## src/hw/rtl/rectangle_fill_cell_store_assert.svh

```systemverilog
// Assertion macros for the rectangle fill cell store.
// Both macros check on the rising edge of clk_i and are disabled while rst_ni is low.
`ifndef RECTANGLE_FILL_CELL_STORE_ASSERT_SVH
`define RECTANGLE_FILL_CELL_STORE_ASSERT_SVH

`ifndef ASSERT_OFF
`define RFCS_ASSERT(name, prop, msg) \
  name: assert property (@(posedge clk_i) disable iff (!rst_ni) (prop)) else $error(msg);
`define RFCS_ASSERT_IMPL(name, ante, cons, msg) \
  name: assert property (@(posedge clk_i) disable iff (!rst_ni) \
    (ante) |-> (cons)) else $error(msg);
`else
`define RFCS_ASSERT(name, prop, msg)
`define RFCS_ASSERT_IMPL(name, ante, cons, msg)
`endif

`endif

```

## src/hw/rtl/rfcs_pkg.sv

```systemverilog
package rfcs_pkg;

  localparam int unsigned MAX_ROWS = 128;
  localparam int unsigned MAX_COLS = 128;
  localparam int unsigned CELL_CNT = MAX_ROWS * MAX_COLS;
  localparam int unsigned CELL_AW  = (CELL_CNT > 1) ? $clog2(CELL_CNT) : 1;

  localparam int unsigned COORD_W  = 7;
  localparam int unsigned DATA_W   = 32;
  // Wide enough to compare a coordinate against the largest supported dimension.
  localparam int unsigned CMP_W    = 11;

  typedef logic [COORD_W-1:0] coord_t;
  typedef logic [CELL_AW-1:0] cell_addr_t;
  typedef logic [DATA_W-1:0]  cell_data_t;

  typedef enum logic [1:0] {
    MODE_LOAD = 2'd0,
    MODE_FILL = 2'd1,
    MODE_READ = 2'd2
  } mode_e;

  typedef struct packed {
    coord_t     first_row;
    coord_t     first_col;
    coord_t     last_row;
    coord_t     last_col;
    cell_data_t value;
  } fill_cmd_t;

  typedef struct packed {
    logic       en;
    cell_addr_t addr;
    cell_data_t data;
  } wr_req_t;

  function automatic logic row_in_store(coord_t row);
    return CMP_W'(row) < CMP_W'(MAX_ROWS);
  endfunction

  function automatic logic col_in_store(coord_t col);
    return CMP_W'(col) < CMP_W'(MAX_COLS);
  endfunction

  function automatic cell_addr_t cell_addr(coord_t row, coord_t col);
    return CELL_AW'(CELL_AW'(row) * CELL_AW'(MAX_COLS) + CELL_AW'(col));
  endfunction

endpackage

```

## src/hw/rtl/rfcs_walk.sv

```systemverilog
module rfcs_walk import rfcs_pkg::*; (
  input  logic      clk_i,
  input  logic      rst_ni,
  input  logic      start_i,
  input  fill_cmd_t cmd_i,
  output logic      busy_o,
  output wr_req_t   wr_o
);

  typedef enum logic [1:0] {
    WS_IDLE = 2'b01,
    WS_WALK = 2'b10
  } walk_state_e;

  walk_state_e state_q, state_d;
  coord_t      row_q, row_d;
  coord_t      col_q, col_d;
  coord_t      first_col_q, first_col_d;
  coord_t      last_row_q, last_row_d;
  coord_t      last_col_q, last_col_d;
  cell_data_t  value_q, value_d;
  coord_t      clip_row;
  coord_t      clip_col;
  logic        nonempty;

  // Clip the far corner to the store; a start corner outside it leaves the
  // clipped rectangle empty.
  always_comb begin
    clip_row = cmd_i.last_row;
    clip_col = cmd_i.last_col;
    if (CMP_W'(cmd_i.last_row) >= CMP_W'(MAX_ROWS)) begin
      clip_row = COORD_W'(MAX_ROWS - 1);
    end
    if (CMP_W'(cmd_i.last_col) >= CMP_W'(MAX_COLS)) begin
      clip_col = COORD_W'(MAX_COLS - 1);
    end
    nonempty = (cmd_i.first_row <= clip_row) && (cmd_i.first_col <= clip_col);
  end

  always_comb begin
    state_d     = state_q;
    row_d       = row_q;
    col_d       = col_q;
    first_col_d = first_col_q;
    last_row_d  = last_row_q;
    last_col_d  = last_col_q;
    value_d     = value_q;
    unique case (state_q)
      WS_IDLE: begin
        if (start_i && nonempty) begin
          state_d     = WS_WALK;
          row_d       = cmd_i.first_row;
          col_d       = cmd_i.first_col;
          first_col_d = cmd_i.first_col;
          last_row_d  = clip_row;
          last_col_d  = clip_col;
          value_d     = cmd_i.value;
        end
      end
      WS_WALK: begin
        if (col_q == last_col_q) begin
          col_d = first_col_q;
          if (row_q == last_row_q) begin
            state_d = WS_IDLE;
          end else begin
            row_d = row_q + COORD_W'(1);
          end
        end else begin
          col_d = col_q + COORD_W'(1);
        end
      end
      default: state_d = WS_IDLE;
    endcase
  end

  always_ff @(posedge clk_i or negedge rst_ni) begin
    if (!rst_ni) begin
      state_q <= WS_IDLE;
    end else begin
      state_q <= state_d;
    end
  end

  always_ff @(posedge clk_i) begin
    row_q       <= row_d;
    col_q       <= col_d;
    first_col_q <= first_col_d;
    last_row_q  <= last_row_d;
    last_col_q  <= last_col_d;
    value_q     <= value_d;
  end

  assign busy_o   = (state_q == WS_WALK);
  assign wr_o.en   = (state_q == WS_WALK);
  assign wr_o.addr = cell_addr(row_q, col_q);
  assign wr_o.data = value_q;

endmodule

```

## config.mk

```make
export PLATFORM = sky130hd
export DESIGN_NAME = rfcs_walk
export DESIGN_NICKNAME = d
export VERILOG_FILES = /design/src/hw/rtl/rectangle_fill_cell_store_assert.svh /design/src/hw/rtl/rfcs_pkg.sv /design/src/hw/rtl/rfcs_walk.sv
export SDC_FILE = /design/constraint.sdc
export NUM_CORES = 1
export LEC_CHECK = 0
export BUFFER_PORTS_ARGS = -buffer_cell sky130_fd_sc_hd__clkbuf_2
export CORE_ASPECT_RATIO = 1.1
export CORE_MARGIN = 2
export CORE_UTILIZATION = 29
export DETAILED_ROUTE_END_ITERATION = 12
export SETUP_SLACK_MARGIN = 0.3
export SLEW_MARGIN = 15
export SYNTH_ARGS = -nofsm -noshare
export SYNTH_HDL_FRONTEND = slang
export SYNTH_SLANG_ARGS = --single-unit
```

## constraint.sdc

```tcl
create_clock -name clk_i -period 3.8 [get_ports clk_i]
set_clock_uncertainty 0.15 [all_clocks]
set_input_delay 0.57 -clock clk_i [delete_from_list [all_inputs] [get_ports clk_i]]
set_output_delay 0.57 -clock clk_i [all_outputs]
set_load 0.02 [all_outputs]
```

**Word-level counts from Yosys, hierarchy flattened**

Cells that the tools add are included.

- Output and inout port bits: 48
- Latch bits: 0
- Logic and storage cells: 38
- Bits in read-only memories: 0
- Memories kept: 0
- Register bits: 69
- RAM bits: 0
- Input bits: 63

- Muxes and demuxes: 11
- Equality and inequality tests: 8
- Bitwise logic cells: 0
- Magnitude comparators: 2
- Multipliers: 0
- Shift operators: 0
- Reductions and logical operators: 7
- Add/sub/neg operators: 3
- Div/mod/pow operators: 0

Operator list:

| cell | count |
|---|---|
| two-way mux 7 bit | 5 |
| case mux 7 bit (2 select lines) | 2 |
| adder 14 x 7 -> 14 bit | 1 |
| adder 7 x 1 -> 7 bit (second input constant) | 2 |
| == test 7 bit | 2 |
| <= comparator 7 bit | 2 |
| two-way mux 2 bit | 3 |
| != test 2 x 1 -> 1 bit (second input constant) | 2 |
| != test 2 bit (second input constant) | 2 |
| case mux 2 bit (2 select lines) | 1 |
| AND reduction 2 bit | 2 |
| AND reduction 4 bit | 1 |
| AND reduction 3 bit | 1 |
| == test 2 x 1 -> 1 bit (second input constant) | 1 |
| == test 2 bit (second input constant) | 1 |
| logical AND 1 bit | 2 |
| nonzero test 2 bit | 1 |

**Logic depth before layout (Yosys ltp)**

- Depth after elaboration: 5
- Depth in mapped cells: 7
- Gate-level depth less buffers: 7

**Least setup slack after synthesis**

OpenSTA, ideal clock, no wires.

- Path kind: input to register
- Start: input port cmd_i[34] (netlist bit)
- End: register first_col_q[0], enable pin
- Stages: 7
- Arrival time: 2637 ps
- Library setup time: 407 ps
- Buffers on the path: 0
- Path slack: 606 ps
- Data required time: 3243 ps
- Path through: inv_1 ha_1 a21oi_1 a21oi_1 nor4b_1 o22ai_1 inv_1

- Longest elaborated chain between the ends: 4

Ends and longest elaborated chain:

| what | RTL line | source |
|---|---|---|
| start, declared | rfcs_walk.sv:5 | `input fill_cmd_t cmd_i,` |
| <= comparator 7 bit | rfcs_walk.sv:37 | `nonempty = (cmd_i.first_row <= clip_row) && (cmd_i.first_col <= clip_col);` |
| logical AND 1 bit | rfcs_walk.sv:37 |  |
| logical AND 1 bit | rfcs_walk.sv:50 | `if (start_i && nonempty) begin` |
| AND reduction 2 bit (no source line) | - |  |
| end signal, assigned | rfcs_walk.sv:87 | `first_col_q <= first_col_d;` |
| end, declared | rfcs_walk.sv:18 | `coord_t first_col_q, first_col_d;` |

Every way passes these cells.
A chain may end at the register's enable or synchronous reset.

**Final worst setup path**

- Start: input port cmd_i[34] (netlist bit)
- End: register value_q[3], enable pin

- Longest elaborated chain between the ends: 4

Ends and longest elaborated chain:

| what | RTL line | source |
|---|---|---|
| <= comparator 7 bit | rfcs_walk.sv:37 |  |
| logical AND 1 bit | rfcs_walk.sv:37 |  |
| logical AND 1 bit | rfcs_walk.sv:50 |  |
| AND reduction 2 bit (no source line) | - |  |
| end signal, assigned | rfcs_walk.sv:90 | `value_q <= value_d;` |
| end, declared | rfcs_walk.sv:21 | `cell_data_t value_q, value_d;` |

Every way passes these cells.

==> impl_metrics.json <==
{
  "postSynthNetCount": 286,
  "antenna_cells": 0,
  "finalHoldViolCount": 0,
  "syn_avg_cell_area_um2": 14.63,
  "yosysWarningCount": 0,
  "core.rowCount": 39,
  "finish.utilization_pct": 39.74,
  "drtIter0Drc": 85,
  "drive_above_1_share_pct": 40.36,
  "grt_max_degree": 36,
  "antenna_found_initial": 0,
  "power_density_nw_per_um2": 514.1,
  "portBuffers": 110,
  "synth_top_family_by_area": "simple AND/OR/NAND/NOR gates",
  "num_vias": 1995,
  "final_common_cell": "clkbuf_2",
  "path_class": "in -> reg",
  "fillers": 1001,
  "end_kind": "register",
  "crit_family": "buffers and inverters",
  "die_x_um": 101.4,
  "h-tree-depth": 3,
  "slew_violations": 0,
  "syn_to_final_growth_pct": 35.12,
  "crit_arrival_ns": 2.62,
  "cts_root_buffer": "clkbuf_16",
  "p_int_w": 0.001594,
  "yosys_register_bits": 69,
  "postCtsHoldBufs": 1,
  "cts_buffers": 9,
  "ant_nets": 0,
  "synthesis.area_um2": 3028,
  "crit_fanout": 35,
  "timing.fmax_mhz": 364.2,
  "cpMostUsedCell": "a21oi_1",
  "cts-resized-gates": 0,
  "cts_tree": "done",
  "max-slew-margin-rel_pct": 56.00,
  "switching_share_pct": 24.23,
  "seqPwrFrac_pct": 45.1,
  "crit_slowest_cell": "nor4b_1",
  "worstMarginPinSlew_ns": 0.6561,
  "dpl.hpwl_mm": 5.001,
  "period_share_pct": 72.26,
  "hold_path_class": "in -> reg",
  "grt_usage_pct": 12.10,
  "multi_input_area_um2": 882.1,
  "initial_utilization_pct": 29.41,
  "clkTransAtPathRegs_ns": 0.06,
  "fp.dieH_um": 111.2,
  "fin_crit_ns": 2.746,
  "status": "complete, no violations",
  "drc": 0,
  "peakVddDrop_v": 0.0002579,
  "whs_ns": 0.2642,
  "synthMuxAreaShare_pct": 2.686,
  "final_cell_mix": "clkbuf_2, edfxtp_1, inv_1, nand2_1, ha_1",
  "clock_latency_ns": 0.33,
  "synthCells": 207,
  "synth_compound_area_share_pct": 4.587,
  "top_level_ports": 111,
  "ctsLongestPathBuffers": 2,
  "ys_types": 31,
  "rsz0062_at_grt": "false",
  "crit_buf_inv": 4,
  "fin_nets": 406,
  "worstPathRequired_ns": 3.67,
  "cts.sinks": 69,
  "yosysSeqAreaShare_pct": 68.14,
  "setup_viol": 0,
  "gp_congestion": 0.8005,
  "fp.dieArea_um2": 11280,
  "drv_cap": 0,
  "power_switching_w": 0.0005096,
  "crit_path_start_kind": "input port",
  "drt_first_pass_iters": 4,
  "postCtsSetupBuffers": 0,
  "coreArea_um2": 10300,
  "p_leak_nw": 1.772,
  "comb_power_share_pct": 12.9,
  "grt_remaining_overflow": 0,
  "grt_pass1_wl_mm": 10.20,
  "synthXorXnorAreaFrac_pct": 6.942,
  "grt_pass1_vias": 2088,
  "synthAdderAreaFrac_pct": 6.612,
  "tns_ns": 0,
  "routedWlPerCell_um": 13.71,
  "viasPerCell": 4.200,
  "clkPwrFrac_pct": 42.0,
  "yosys.area_share.simple_pct": 8.306,
  "critical_path.max_stage_delay_ns": 0.40,
  "crit_chain": "clkbuf_2, inv_1, ha_1, a21oi_1, a21oi_1, nor4b_1, o22ai_1, inv_2, buf_12",
  "seqCellArea_um2": 2063,
  "drt_wl_total_mm": 6.513
}
==> logic make-up after synthesis <==
logic type	count (synthesis)
and+or+nand+nor	44
DFF	69
AOI/OAI and AO/OA	25
buffers and inverters	21
adders and majority gates	16
xor gates and xnor gates	24
muxes	8
==> layer usage <==
metal  routed length [um]  up-vias  part of all wire (%)  track usage [%]
li1                     -     1002                     -                -
met1                 2614      910                    40            14.00
met2                 3213       72                    49            19.16
met3                  552       11                   8.5            5.233
met4                  133        0                   2.0            5.586
met5                    0        -                     0                0
==> final cells by class <==
| class | count | share of cell area [%] |
|---|---|---|
| Timing Repair Buffer | 113 | 14.37 |
| Tap cell | 143 | 4.373 |
| Sequential cell | 69 | 50.43 |
| Clock inverter | 6 | 2.110 |
| Multi-Input combinational cell | 117 | 21.56 |
| Clock buffer | 10 | 5.596 |
| Inverter | 17 | 1.560 |
==> synthesized netlist by cell type (all sizes together) <==
cell	number	area, um2
edfxtp	67	2012
inv	17	63.81
ha	16	200.2
nand2	16	60.06
o21ai	15	75.07
xnor2	14	122.6
xor2	10	87.58
nand3	8	40.04
mux2i	7	70.07
a21oi	6	30.03
nand4	4	40.04
nor2	4	15.01
clkbuf	3	11.26
nand3b	3	22.52
and3	2	12.51
nor3	2	10.01
nor4	2	27.53
a211oi	1	7.510
buf	1	7.510
dfrtp	1	25.02
dfstp	1	26.28
mux2	1	11.26
nand2b	1	6.260
nor2b	1	8.760
nor4b	1	8.760
o21a	1	7.510
o22ai	1	6.260
o31ai	1	12.51
==> metrics by stage <==
step | instance area (um2) | cells | power (W) | setup slack [ns]
floorplan | 3028 | 207 | 0.001125 | 0.6058
global placement | 3766 | 458 | 0.001236 | 0.7100
global route | 4091 | 475 | 0.002191 | 0.8299
CTS | 4091 | 475 | 0.002123 | 1.050
finish | 4091 | 475 | 0.002103 | 1.054
detailed placement | 3766 | 458 | 0.001240 | 0.7128
==> power groups by stage <==
stage	clock (W)	sequential (W)	combinational, W
floorplan	0	0.00101	0.000118
global placement	0	0.000964	0.000272
detailed placement	0	0.000966	0.000275
CTS	0.000896	0.000950	0.000277
global route	0.000933	0.000956	0.000301
finish	0.000883	0.000949	0.000271
==> registers in the layout, summed over array words and instances (netlist names) <==
name / cells
first_col_q: 7
row_q: 7
last_row_q: 7
last_col_q: 7
value_q: 32
col_q: 7
state_q: 2
==> final timing paths <==
| kind | endpoint | depth (start not counted) | startpoint | slack, ns |
|---|---|---|---|---|
| min in group asynchronous | state_q[1] | 2 | rst_ni | 0.43 |
| setup / recovery | value_q[3] | 9 | cmd_i[34] | 1.05 |
| max in group asynchronous | state_q[0] | 2 | rst_ni | 2.88 |
| setup reg to reg | row_q[5] | 4 | col_q[0] | 1.31 |
| hold / removal | value_q[11] | 1 | cmd_i[11] | 0.26 |
| hold reg to reg | col_q[0] | 2 | first_col_q[0] | 0.44 |
Power figures use the tool's default switching activity.
