$ cat src/hw/rtl/rectangle_fill_cell_store_assert.svh
// Assertion macros for the rectangle fill cell store.
// Both macros check on the rising edge of clk_i and are disabled while rst_ni is low.
`ifndef RECTANGLE_FILL_CELL_STORE_ASSERT_SVH
`define RECTANGLE_FILL_CELL_STORE_ASSERT_SVH

`ifndef ASSERT_OFF
`define RFCS_ASSERT(name, prop, msg) \
  name: assert property (@(posedge clk_i) disable iff (!rst_ni) (prop)) else $error(msg);
`define RFCS_ASSERT_IMPL(name, ante, cons, msg) \
  name: assert property (@(posedge clk_i) disable iff (!rst_ni) \
    (ante) |-> (cons)) else $error(msg);
`else
`define RFCS_ASSERT(name, prop, msg)
`define RFCS_ASSERT_IMPL(name, ante, cons, msg)
`endif

`endif

$ cat src/hw/rtl/rfcs_pkg.sv
package rfcs_pkg;

  localparam int unsigned MAX_ROWS = 128;
  localparam int unsigned MAX_COLS = 128;
  localparam int unsigned CELL_CNT = MAX_ROWS * MAX_COLS;
  localparam int unsigned CELL_AW  = (CELL_CNT > 1) ? $clog2(CELL_CNT) : 1;

  localparam int unsigned COORD_W  = 7;
  localparam int unsigned DATA_W   = 32;
  // Wide enough to compare a coordinate against the largest supported dimension.
  localparam int unsigned CMP_W    = 11;

  typedef logic [COORD_W-1:0] coord_t;
  typedef logic [CELL_AW-1:0] cell_addr_t;
  typedef logic [DATA_W-1:0]  cell_data_t;

  typedef enum logic [1:0] {
    MODE_LOAD = 2'd0,
    MODE_FILL = 2'd1,
    MODE_READ = 2'd2
  } mode_e;

  typedef struct packed {
    coord_t     first_row;
    coord_t     first_col;
    coord_t     last_row;
    coord_t     last_col;
    cell_data_t value;
  } fill_cmd_t;

  typedef struct packed {
    logic       en;
    cell_addr_t addr;
    cell_data_t data;
  } wr_req_t;

  function automatic logic row_in_store(coord_t row);
    return CMP_W'(row) < CMP_W'(MAX_ROWS);
  endfunction

  function automatic logic col_in_store(coord_t col);
    return CMP_W'(col) < CMP_W'(MAX_COLS);
  endfunction

  function automatic cell_addr_t cell_addr(coord_t row, coord_t col);
    return CELL_AW'(CELL_AW'(row) * CELL_AW'(MAX_COLS) + CELL_AW'(col));
  endfunction

endpackage

$ cat src/hw/rtl/rfcs_rdout.sv
module rfcs_rdout import rfcs_pkg::*; (
  input  logic       clk_i,
  input  logic       rst_ni,
  input  logic       issue_i,
  input  logic       zero_i,
  input  cell_data_t rdata_i,
  input  logic       out_stall_i,
  output logic       block_o,
  output logic       pend_o,
  output logic       out_valid_o,
  output cell_data_t out_data_o
);

  logic       pend_q, pend_d;
  logic       zero_q;
  logic       out_valid_q, out_valid_d;
  cell_data_t out_data_q, out_data_d;

  always_comb begin
    pend_d      = issue_i;
    out_valid_d = out_valid_q;
    out_data_d  = out_data_q;
    if (out_valid_q && !out_stall_i) begin
      out_valid_d = 1'b0;
    end
    // The output register is always free by the time the memory data arrives.
    if (pend_q) begin
      out_valid_d = 1'b1;
      out_data_d  = zero_q ? '0 : rdata_i;
    end
  end

  always_ff @(posedge clk_i or negedge rst_ni) begin
    if (!rst_ni) begin
      pend_q      <= 1'b0;
      out_valid_q <= 1'b0;
    end else begin
      pend_q      <= pend_d;
      out_valid_q <= out_valid_d;
    end
  end

  always_ff @(posedge clk_i) begin
    out_data_q <= out_data_d;
    if (issue_i) begin
      zero_q <= zero_i;
    end
  end

  // A new read may start only if its data will find the output register empty.
  assign block_o     = pend_q || (out_valid_q && out_stall_i);
  assign pend_o      = pend_q;
  assign out_valid_o = out_valid_q;
  assign out_data_o  = out_data_q;

endmodule

$ cat config.mk
export PLATFORM = sky130hd
export DESIGN_NAME = rfcs_rdout
export DESIGN_NICKNAME = d
export VERILOG_FILES = /design/src/hw/rtl/rectangle_fill_cell_store_assert.svh /design/src/hw/rtl/rfcs_pkg.sv /design/src/hw/rtl/rfcs_rdout.sv
export SDC_FILE = /design/constraint.sdc
export NUM_CORES = 1
export LEC_CHECK = 0
export ABC_AREA = 1
export BUFFER_PORTS_ARGS = -buffer_cell sky130_fd_sc_hd__buf_2
export CORE_ASPECT_RATIO = 1.2
export CORE_MARGIN = 4
export CORE_UTILIZATION = 43
export CTS_CLUSTER_DIAMETER = 40
export DETAILED_ROUTE_END_ITERATION = 8
export GPL_ROUTABILITY_DRIVEN = 0
export HOLD_SLACK_MARGIN = 0.12
export PLACE_DENSITY_LB_ADDON = 0.08
export SLEW_MARGIN = 0
export SYNTH_ARGS = -nofsm -noshare
export SYNTH_HDL_FRONTEND = slang
export SYNTH_SLANG_ARGS = --single-unit
export TNS_END_PERCENT = 10
$ cat constraint.sdc
create_clock -name clk_i -period 1.65 [get_ports clk_i]
set_clock_uncertainty 0.05 [all_clocks]
set_input_delay 0.165 -clock clk_i [delete_from_list [all_inputs] [get_ports clk_i]]
set_output_delay 0.165 -clock clk_i [all_outputs]
set_load 0.03 [all_outputs]
Word level (Yosys, flattened, before mapping):

Cells that the tools add are included.

* add/sub/neg operators: 0
* multiply operators: 0
* divide/modulo/power cells: 0
* order comparisons: 0
* equality and inequality tests: 0
* shift operators: 0
* mux-type cells: 2
* bitwise logic cells: 0
* reduce and logical (&&, ||, !) cells: 5

Operator list (number)
* logical AND 1 bit: 2
* 2-to-1 mux 1 bit: 2
* nonzero test 2 bit: 1
* logical NOT 1 bit: 1
* logical OR 1 bit: 1

* register bits after elaboration: 35
* bits in latches: 0
* RAM bits: 0
* bits in read-only memories: 0
* input port bits: 37
* output and inout port bits: 35
* logic and storage cells: 11
* memories kept: 0

Longest topological paths before layout:

Gate-level depths: netlist of run 1.

* depth after elaboration: 4
* gate-level depth with buffers: 2
* gate-level depth less buffers: 2

Worst setup path before layout of run 1:

Ideal clock, no wire load.

* path kind: register -> output
* start: register pend_q (netlist: pend_o)
* end: output port block_o
* data arrival time: 1.545 ns
* data required time: 1.435 ns
* path slack: -0.110 ns
* cell stages (with the launch flop): 3
* buffers on the path: 0
* cells stage by stage: dfrtp_1 inv_1 nand2_1

* word-level cells in the longest chain between the ends: 1

Ends and longest elaborated chain
* start, declared: RTL line rfcs_rdout.sv:14 `logic pend_q, pend_d;`
* start signal, assigned: RTL line rfcs_rdout.sv:38 `pend_q <= pend_d;`
* logical OR 1 bit: RTL line rfcs_rdout.sv:51 `assign block_o = pend_q || (out_valid_q && out_stall_i);`
* end, declared: RTL line rfcs_rdout.sv:8 `output logic block_o,`

Every way passes these cells.

Final worst setup path of run 1:

Ends and elaborated chain as after synthesis.

==> out/results.env, run 1 <==
PLACEMENT.IO_BUFFERS=71
DIE-HEIGHT_UM=68.93
GR-USAGE-MET1=0.1556
POWER.STATIC_LEAKAGE_nW=1.095
MAX_STAGE_DELAY_PS=560
AREA_OF_COMBINATIONAL_CELLS_WITH_MULTIPLE_INPUTS_UM2=131.4
PATH_MAX_FANOUT=13
SYNTH_LARGEST_TYPE_AREA_FRACTION=0.7451
AREA.SEQUENTIAL_UM2=1042
GRT_ANTENNA_BEFORE_REPAIR=0
DRT_FIRST_PASS_ITERS=4
GRT_MAX_DEGREE=33
WORST_EP_REQUIRED_TIME_PS=1430
MAXSLEWVIOLCOUNT=0
MAXCLOCKFREQUENCY_MHz=671.3
TIGHTEST_SLEW_PS=318.7
POST_CTS.RESIZED_INSTANCES=0
OVERFLOW_LEFT_AFTER_GLOBAL_ROUTING=0
POWER.SWITCHING_FRACTION=0.2617
END_KIND='primary output'
OUTCOME='completed'
ANTENNA-DIODE-COUNT=0
ROOT_BUFFER='clkbuf_4'
CLK-INSERTION-DELAY-LATE_PS=330
CPLARGESTDELAYFAMILY='flip-flops'
WORST-PATH-BUF-INV=2
SYNTH.YOSYS.SEQ_AREA_SHARE=0.7827
TIMING.FINAL.CRIT_PERIOD_PS=1490
STARTPOINT_TYPE='register'
CTS_INSERTED_BUFFERS=5
PATH_CELLS='inv_1 -> nand2_1 -> buf_2'
POWER_FRAC_SEQ=0.577
MIN_PATH_TYPE='input pin to register'
POST_SYNTHESIS_NET_COUNT=143
IOS=72
CTS_NUM_SINKS=35
POST-DP-HPWL_MM=1.855
CLOCK_PATH_BUFFERS=2
ROUTEDWLPERCELL_UM=12.50
GRT_FIRST_PASS_WIRELENGTH_MM=4.947
AREA.GROWTH.SYNTH_TO_FINAL_PCT=61.05
CTSHTREEMAXLEVEL=2
SYNTH.LIB_CELLS_USED.DISTINCT=6
TIMING.REG2REG.SETUP_SLACK_PS=540
DETAILEDPLACE.WORSTSLACK_PS=534.9
CELLINTERNALPOWER_W=0.001349
GRT_PASS1_VIAS=1170
TIMING.FINAL.HOLD_VIOLATIONS=0
IR_WORST_VDD_uV=580.1
CLOCK_POWER_SHARE=0.235
FINALWORSTSETUPSLACK_PS=160.4
TIMING_WORST_SETUP_PATH_TYPE='register to primary output'
TOTAL_POWER_W=0.001828
INITIAL_UTILIZATION=0.4602
CORE-AREA_UM2=2890
NFILLCELLS=206
POSTCTSSETUPREPAIRBUFS=0
CTS_TREE='yes'
MET2_USAGE=0.3218
GR-MAX-USAGE-LAYER='met2'
PWRDENS_nW_PER_UM2=853.2
FINALNETCOUNT=257
CRITPATHSLOWESTCELL='dfrtp_2'
SYNTH_TOP_CELL_BY_AREA='edfxtp_1'
DRC=0
DIEAREA_UM2=4051
FINALSETUPTNS_PS=0
FIN_CRIT_SH=0.9028
GRT_USE_MET3=0.07635
GRT_SETUP_UNREPAIRED='false'
WIRELENGTH_MM=3.187
YS.WARNINGS.COUNT=0
WORSTPATHARRIVAL_PS=1270
GLOBAL_ROUTE_USAGE_SUM=0.1707
MAXSLEWHEADROOM=0.7876
PWR-SHARE-COMB=0.189
CTS_HOLD_BUFFERS=37
SYNTH.AREA.TOP_CELLS='edfxtp_1 (75%), inv_1 (9.3%), nor2_1 (9.0%), dfrtp_1 (3.8%), buf_6 (2.5%)'
ROWS=21
DIE_W_UM=58.77
POWER_SWITCHING_W=0.0004783
SYN_AREA_PER_CELL_UM2=12.55
FINAL_ANTENNA_NET_COUNT=0
POST_SYNTH_INSTANCE_AREA_UM2=1330
NETLIST_INSTANCES=106
CLKSLEWWORSTSETUPHOLDPATHS_PS=90
VIAS=1102
SETUP_VIOL_COUNT_FINAL=0
DETAIL_ROUTE.ITER0.VIOLATIONS=31
CAP_VIOL_MAX_COUNT=0
SYNTH.FF_LATCH_COUNT=35
POST_DRT_VIA_CELL_RATIO=4.322
DRIVE_GT1_FRAC=0.3575
==> power by group through the flow <==
stage          clock network (W)  registers (W)  logic (W)
5_1_grt                 0.000482        0.00106   0.000374
3_3_place_gp                   0        0.00107   0.000271
3_5_place_dp                   0        0.00107   0.000276
6_report                0.000429        0.00105   0.000345
2_1_floorplan                  0        0.00119  0.0000607
4_1_cts                 0.000451        0.00105   0.000343
==> Yosys cell counts <==
cell type and instances:
edfxtp_1 33, dfrtp_1 2, nand2_1 3, inv_1 33
nor2_1 32, buf_6 3
==> state kept, by name, summed over array words and instances, names as in the netlist <==
name         count
out_valid_o      1
zero_q           1
out_data_o      32
pend_o           1
==> cell families (layout without fill, tap and decap cells) <==
logic type             Yosys count  in the layout  synth area share
AND/OR/NAND/NOR                 35             35           0.09878
buffers and inverters           36            151            0.1185
flip-flops                      35             35            0.7827
==> layout make-up <==
cell class,count,area share
flip-flops and latches,35,0.4866
repair buffers,110,0.3516
multi-input cells,35,0.06133
inverters,33,0.05783
clock buffers,8,0.02278
well taps,34,0.01986
==> cells in the final DEF, fill, tap and decap left out, drive strengths merged <==
master        n
clkbuf        8
dfrtp         2
buf          73
inv          33
edfxtp       33
dlygate4sd3  37
nor2         32
nand2         3
==> per-stage QoR <==
stage / cell area [um2] / std cells / utilization / hold slack [ps]
4_1_cts: 2142 / 255 / 0.7411 / 425.3
5_1_grt: 2142 / 255 / 0.7411 / 460.2
3_3_place_gp: 1723 / 210 / 0.5961 / -97.97
6_report: 2142 / 255 / 0.7411 / 449.3
2_1_floorplan: 1331 / 106 / - / -180.6
3_5_place_dp: 1723 / 210 / 0.5961 / -95.74
==> final timing paths <==
| kind | from | cells after the start | end |
|---|---|---|---|
| worst min register to register | out_valid_o$_DFFE_PN0P_ | 2 | out_valid_o$_DFFE_PN0P_ |
| worst max-delay path | pend_o$_DFF_PN0_ | 3 | block_o |
| worst max register to register | pend_o$_DFF_PN0_ | 1 | out_data_o[5]$_SDFFCE_PP0P_ |
| max in group asynchronous | rst_ni | 3 | pend_o$_DFF_PN0_ |
| min in group asynchronous | rst_ni | 3 | out_valid_o$_DFFE_PN0P_ |
| worst min-delay path | issue_i | 2 | pend_o$_DFF_PN0_ |
==> routing by layer <==
layer | vias up | routed length, um | part of all wire
li1 | 543 | - | -
met4 | 0 | 49 | 0.015
met5 | - | 0 | 0
met1 | 504 | 1067 | 0.33
met2 | 50 | 1763 | 0.55
met3 | 5 | 307 | 0.096
(Power assumes the default switching activity.)
==> run 2: changes to the inputs <==
Settings changed: RECOVER_POWER from default to 50.
==> run 2 against run 1 <==
  * Fmax grew 2.1%
  * Combinational power fell by 2%
  * Sequential power about the same
  * Global-route usage did not move
  * Register-to-register slack lost 340 ps
  * Utilization shrank 0.78 points
  * Routed wire length grew 0.28%
  * Critical endpoint unchanged
  * Largest power group unchanged
==> out/results.env, run 2 (synthesized netlist as in run 1, its figures left out) <==
OUTCOME='completed'
CTS_INSERTED_BUFFERS=5
CPLARGESTDELAYFAMILY='flip-flops'
ROUTEDWLPERCELL_UM=12.53
GRT_ANTENNA_BEFORE_REPAIR=0
FINALNETCOUNT=257
TIMING_WORST_SETUP_PATH_TYPE='register to primary output'
WORST_EP_REQUIRED_TIME_PS=1430
CLK-INSERTION-DELAY-LATE_PS=330
CRITPATHSLOWESTCELL='dfrtp_2'
MAXSLEWHEADROOM=0.5866
GRT_MAX_DEGREE=33
FINALSETUPTNS_PS=0
INITIAL_UTILIZATION=0.4602
ANTENNA-DIODE-COUNT=0
STARTPOINT_TYPE='register'
END_KIND='primary output'
CORE-AREA_UM2=2890
GRT_PASS1_VIAS=1170
GRT_SETUP_UNREPAIRED='false'
DETAILEDPLACE.WORSTSLACK_PS=534.9
ROWS=21
WIRELENGTH_MM=3.196
VIAS=1100
LAYOUT_COMMON_CELLS='buf_2 (67), dlygate4sd3_1 (37), inv_1 (33), edfxtp_1 (33), nor2_1 (32)'
FINAL_ANTENNA_NET_COUNT=0
MAXCLOCKFREQUENCY_MHz=685.2
MOST_COMMON_CELL_AFTER_LAYOUT_FILL_AND_TAPS_ASIDE='buf_2'
DIEAREA_UM2=4051
CTS_TREE='yes'
AREA.GROWTH.SYNTH_TO_FINAL_PCT=59.36
CLKSLEWWORSTSETUPHOLDPATHS_PS=90
FINALWORSTSETUPSLACK_PS=190.6
TIMING.FINAL.HOLD_VIOLATIONS=0
DIE-HEIGHT_UM=68.93
POST-DP-HPWL_MM=1.855
CLOCK_PATH_BUFFERS=2
LARGEST_REGISTER_FF_COUNT=32
ROOT_BUFFER='clkbuf_4'
POWER.STATIC_LEAKAGE_nW=1.077
TIMING.FINAL.CRIT_PERIOD_PS=1459
MAXSLEWVIOLCOUNT=0
GRT_FIRST_PASS_WIRELENGTH_MM=4.947
OVERFLOW_LEFT_AFTER_GLOBAL_ROUTING=0
IR_WORST_VDD_uV=578.5
FIN_CRIT_SH=0.8845
DRT_FIRST_PASS_ITERS=4
DRIVE_GT1_FRAC=0.3394
PATH_CELLS='inv_1 -> nand2_1 -> buf_2'
PLACEMENT.IO_BUFFERS=71
TIMING.REG2REG.SETUP_SLACK_PS=200
IOS=72
SETUP_VIOL_COUNT_FINAL=0
POST_CTS.RESIZED_INSTANCES=0
DRC=0
PWRDENS_nW_PER_UM2=859.6
CAP_VIOL_MAX_COUNT=0
PATH_MAX_FANOUT=13
DETAIL_ROUTE.ITER0.VIOLATIONS=30
WORST-PATH-BUF-INV=2
CTSHTREEMAXLEVEL=2
GLOBAL_ROUTE_USAGE_SUM=0.1707
POST_DRT_VIA_CELL_RATIO=4.314
MAX_STAGE_DELAY_PS=530
TIGHTEST_SLEW_PS=620.1
DIE_W_UM=58.77
CTS_NUM_SINKS=35
MIN_PATH_TYPE='input pin to register'
WORSTPATHARRIVAL_PS=1240
-- run 2: final cells by class --
cell class,count,area (um2)
multi-input cells,35,131.4
repair buffers,110,730.7
flip-flops and latches,35,1042
inverters,33,123.9
fillers,212,770.7
well taps,34,42.54
clock buffers,8,48.80
-- run 2: timing repair --
item | in CTS | in global routing
hold endpoints to repair | 38 | 0
hold buffers | 37 | 0
buffers inserted | 0 | 0
-- run 2: metrics by stage --
step	utilization	area, um2	power (W)	hold slack (ps)	instances
after floorplan	-	1331	0.001249	-180.6	106
after global placement	0.5961	1723	0.001342	-97.97	210
after detailed placement	0.5961	1723	0.001350	-95.74	210
after CTS	0.7411	2142	0.001847	425.3	255
after global routing	0.7333	2120	0.001909	476.4	255
final	0.7333	2120	0.001822	468.3	255
-- run 2: metal layers --
metal  share of wire  vias to the layer above  routed length (um)  global-route usage
met5               0                        -                   0                   0
met4           0.015                        0                  49             0.07365
met3           0.097                        5                 309             0.07635
met2            0.55                       51                1763              0.3218
met1            0.34                      502                1073              0.1556
li1                -                      542                   -                   -
-- run 2: worst paths after layout --
path,from,end,depth (start not counted)
worst max-delay path,pend_o$_DFF_PN0_,block_o,3
worst min-delay path,issue_i,pend_o$_DFF_PN0_,2
max in group asynchronous,rst_ni,pend_o$_DFF_PN0_,3
worst max register to register,pend_o$_DFF_PN0_,out_data_o[31]$_SDFFCE_PP0P_,1
worst min register to register,out_valid_o$_DFFE_PN0P_,out_valid_o$_DFFE_PN0P_,2
min in group asynchronous,rst_ni,out_valid_o$_DFFE_PN0P_,3
-- run 2: where the power goes --
part	internal [W]	total (W)	switching [W]	leakage (nW)
Combinational	0.000139	0.000339	0.000200	0.689
Clock	0.000170	0.000430	0.000260	0.0265
Sequential	0.00103	0.00105	0.0000188	0.361
Total	0.00134	0.00182	0.000479	1.08
==> run 3: changes to the inputs <==
Settings changed: PLACE_DENSITY from default to 0.8, PLACE_DENSITY_LB_ADDON 0.08 to default.
==> run 3 against run 2 <==
  * Critical endpoint unchanged
  * Non-clock buffer count is 1 higher
  * Worst setup slack worse by 36 ps
  * Die area stayed put
  * Final area is 1.9% higher
  * Count of clock-buffer cells in the layout is 3 lower
  * Critical path depth stayed put
  * Cell count is 0.39% higher
==> out/results.env, run 3 (synthesized netlist as in run 1, its figures left out) <==
WIRELENGTH_MM=3.620
MAXSLEWHEADROOM=0.4873
INITIAL_UTILIZATION=0.4602
POST-DP-HPWL_MM=2.033
DRC=0
TIMING.FINAL.CRIT_PERIOD_PS=1495
ROUTEDWLPERCELL_UM=14.14
CLOCK_PATH_BUFFERS=2
FINAL_UTIL=0.7472
GRT_ANTENNA_BEFORE_REPAIR=0
OVERFLOW_LEFT_AFTER_GLOBAL_ROUTING=0
POWER.STATIC_LEAKAGE_nW=1.100
IR_WORST_VDD_uV=738.6
CRITPATHSLOWESTCELL='dfrtp_4'
LAYOUT_COMMON_CELLS='buf_2 (69), dlygate4sd3_1 (37), inv_1 (33), edfxtp_1 (33), nor2_1 (32)'
TIGHTEST_SLEW_PS=769.1
CAP_VIOL_MAX_COUNT=0
LARGEST_REGISTER_FF_COUNT=32
MIN_PATH_TYPE='input pin to register'
CLK-INSERTION-DELAY-LATE_PS=340
PLACEMENT.IO_BUFFERS=71
TIMING.FINAL.HOLD_VIOLATIONS=0
CORE-AREA_UM2=2890
PWRDENS_nW_PER_UM2=930.3
DIE_W_UM=58.77
DETAIL_ROUTE.ITER0.VIOLATIONS=46
POST_DRT_VIA_CELL_RATIO=4.469
ROWS=21
DIE-HEIGHT_UM=68.93
MAXSLEWVIOLCOUNT=0
AREA.GROWTH.SYNTH_TO_FINAL_PCT=62.37
FINAL.HOLD.WORST_SLACK_PS=473.4
TIMING_WORST_SETUP_PATH_TYPE='register to primary output'
VIAS=1144
WORSTPATHARRIVAL_PS=1280
OUTCOME='completed'
PATH_MAX_FANOUT=15
FIN_CRIT_SH=0.9061
CTSHTREEMAXLEVEL=2
CTS_INSERTED_BUFFERS=5
ANTENNA-DIODE-COUNT=0
FINALNETCOUNT=258
CLKSLEWWORSTSETUPHOLDPATHS_PS=110
GRT_FIRST_PASS_WIRELENGTH_MM=5.520
MAX_STAGE_DELAY_PS=590
DIEAREA_UM2=4051
FINALSETUPTNS_PS=0
DRIVE_GT1_FRAC=0.3559
MAXCLOCKFREQUENCY_MHz=668.9
FINALWORSTSETUPSLACK_PS=155.0
ROOT_BUFFER='clkbuf_4'
END_KIND='primary output'
GRT_MAX_DEGREE=21
GRT_SETUP_UNREPAIRED='false'
PATH_CELLS='inv_1 -> nand2_1 -> buf_2'
WORST_EP_REQUIRED_TIME_PS=1430
SETUP_VIOL_COUNT_FINAL=0
CTS_NUM_SINKS=35
IOS=72
DETAILEDPLACE.WORSTSLACK_PS=507.2
DRT_FIRST_PASS_ITERS=6
MOST_COMMON_CELL_AFTER_LAYOUT_FILL_AND_TAPS_ASIDE='buf_2'
GRT_PASS1_VIAS=1241
GLOBAL_ROUTE_USAGE_SUM=0.1952
STARTPOINT_TYPE='register'
FINAL_ANTENNA_NET_COUNT=0
CTS_TREE='yes'
==> run 3: cell count changes in the layout (fill, tap and decap cells not counted) <==
cell / previous run / this run
buf_2: 67 / 69
bufinv_16: 0 / 1
dfrtp_4: 0 / 1
clkinv_2: 0 / 1
dfrtp_2: 1 / 0
clkbuf_1: 7 / 4
clkinv_4: 0 / 1
clkbuf_2: 2 / 1
==> run 3: worst paths after layout <==
kind                                         start                            to  slack [ps]  depth (start not counted)
hold / removal                              zero_i              zero_q$_DFFE_PP_         470                          2
max in group asynchronous                   rst_ni              pend_o$_DFF_PN0_         770                          3
setup reg to reg                  pend_o$_DFF_PN0_  out_data_o[20]$_SDFFCE_PP0P_         210                          1
min in group asynchronous                   rst_ni              pend_o$_DFF_PN0_         650                          3
setup / recovery                  pend_o$_DFF_PN0_                       block_o         150                          3
hold reg to reg            out_valid_o$_DFFE_PN0P_       out_valid_o$_DFFE_PN0P_         490                          2
==> run 3: area by class of cell <==
class                   count  area (um2)
clock buffers               5       37.54
fillers                   197       730.7
flip-flops and latches     35        1045
clock inverters             3       43.79
well taps                  34       42.54
repair buffers            111       735.7
inverters                  33       123.9
multi-input cells          35       131.4
==> run 3: report_power, final <==
| part | switching, W | internal (W) | total [W] |
|---|---|---|---|
| Combinational | 0.000208 | 0.000140 | 0.000348 |
| Clock | 0.000286 | 0.000319 | 0.000605 |
| Sequential | 0.0000206 | 0.00104 | 0.00106 |
==> run 3: layer usage <==
metal,part of all wire,GRT usage
met1,0.29,0.1571
met2,0.58,0.3978
met3,0.10,0.08380
met4,0.020,0.07649
met5,0,0
==> run 3: stage by stage <==
| stage | instances | area [um2] | total power, W |
|---|---|---|---|
| floorplan | 106 | 1331 | 0.001249 |
| global route | 256 | 2160 | 0.002103 |
| detailed placement | 211 | 1730 | 0.001354 |
| global placement | 211 | 1730 | 0.001344 |
| CTS | 256 | 2182 | 0.002010 |
| finish | 256 | 2160 | 0.002009 |
==> run 3: what timing repair did <==
item,CTS,global route
hold endpoints to repair,38,0
resized for setup,0,1
setup buffers,0,0
hold buffers,37,0
endpoints found under the setup margin,0,1
==> run 3: worst max-delay path: cells and delay by family, from the launching register on <==
kind                   cells  cell delay [ps]
DFF                        1              590
and+or+nand+nor            1               60
buffers and inverters      2              280
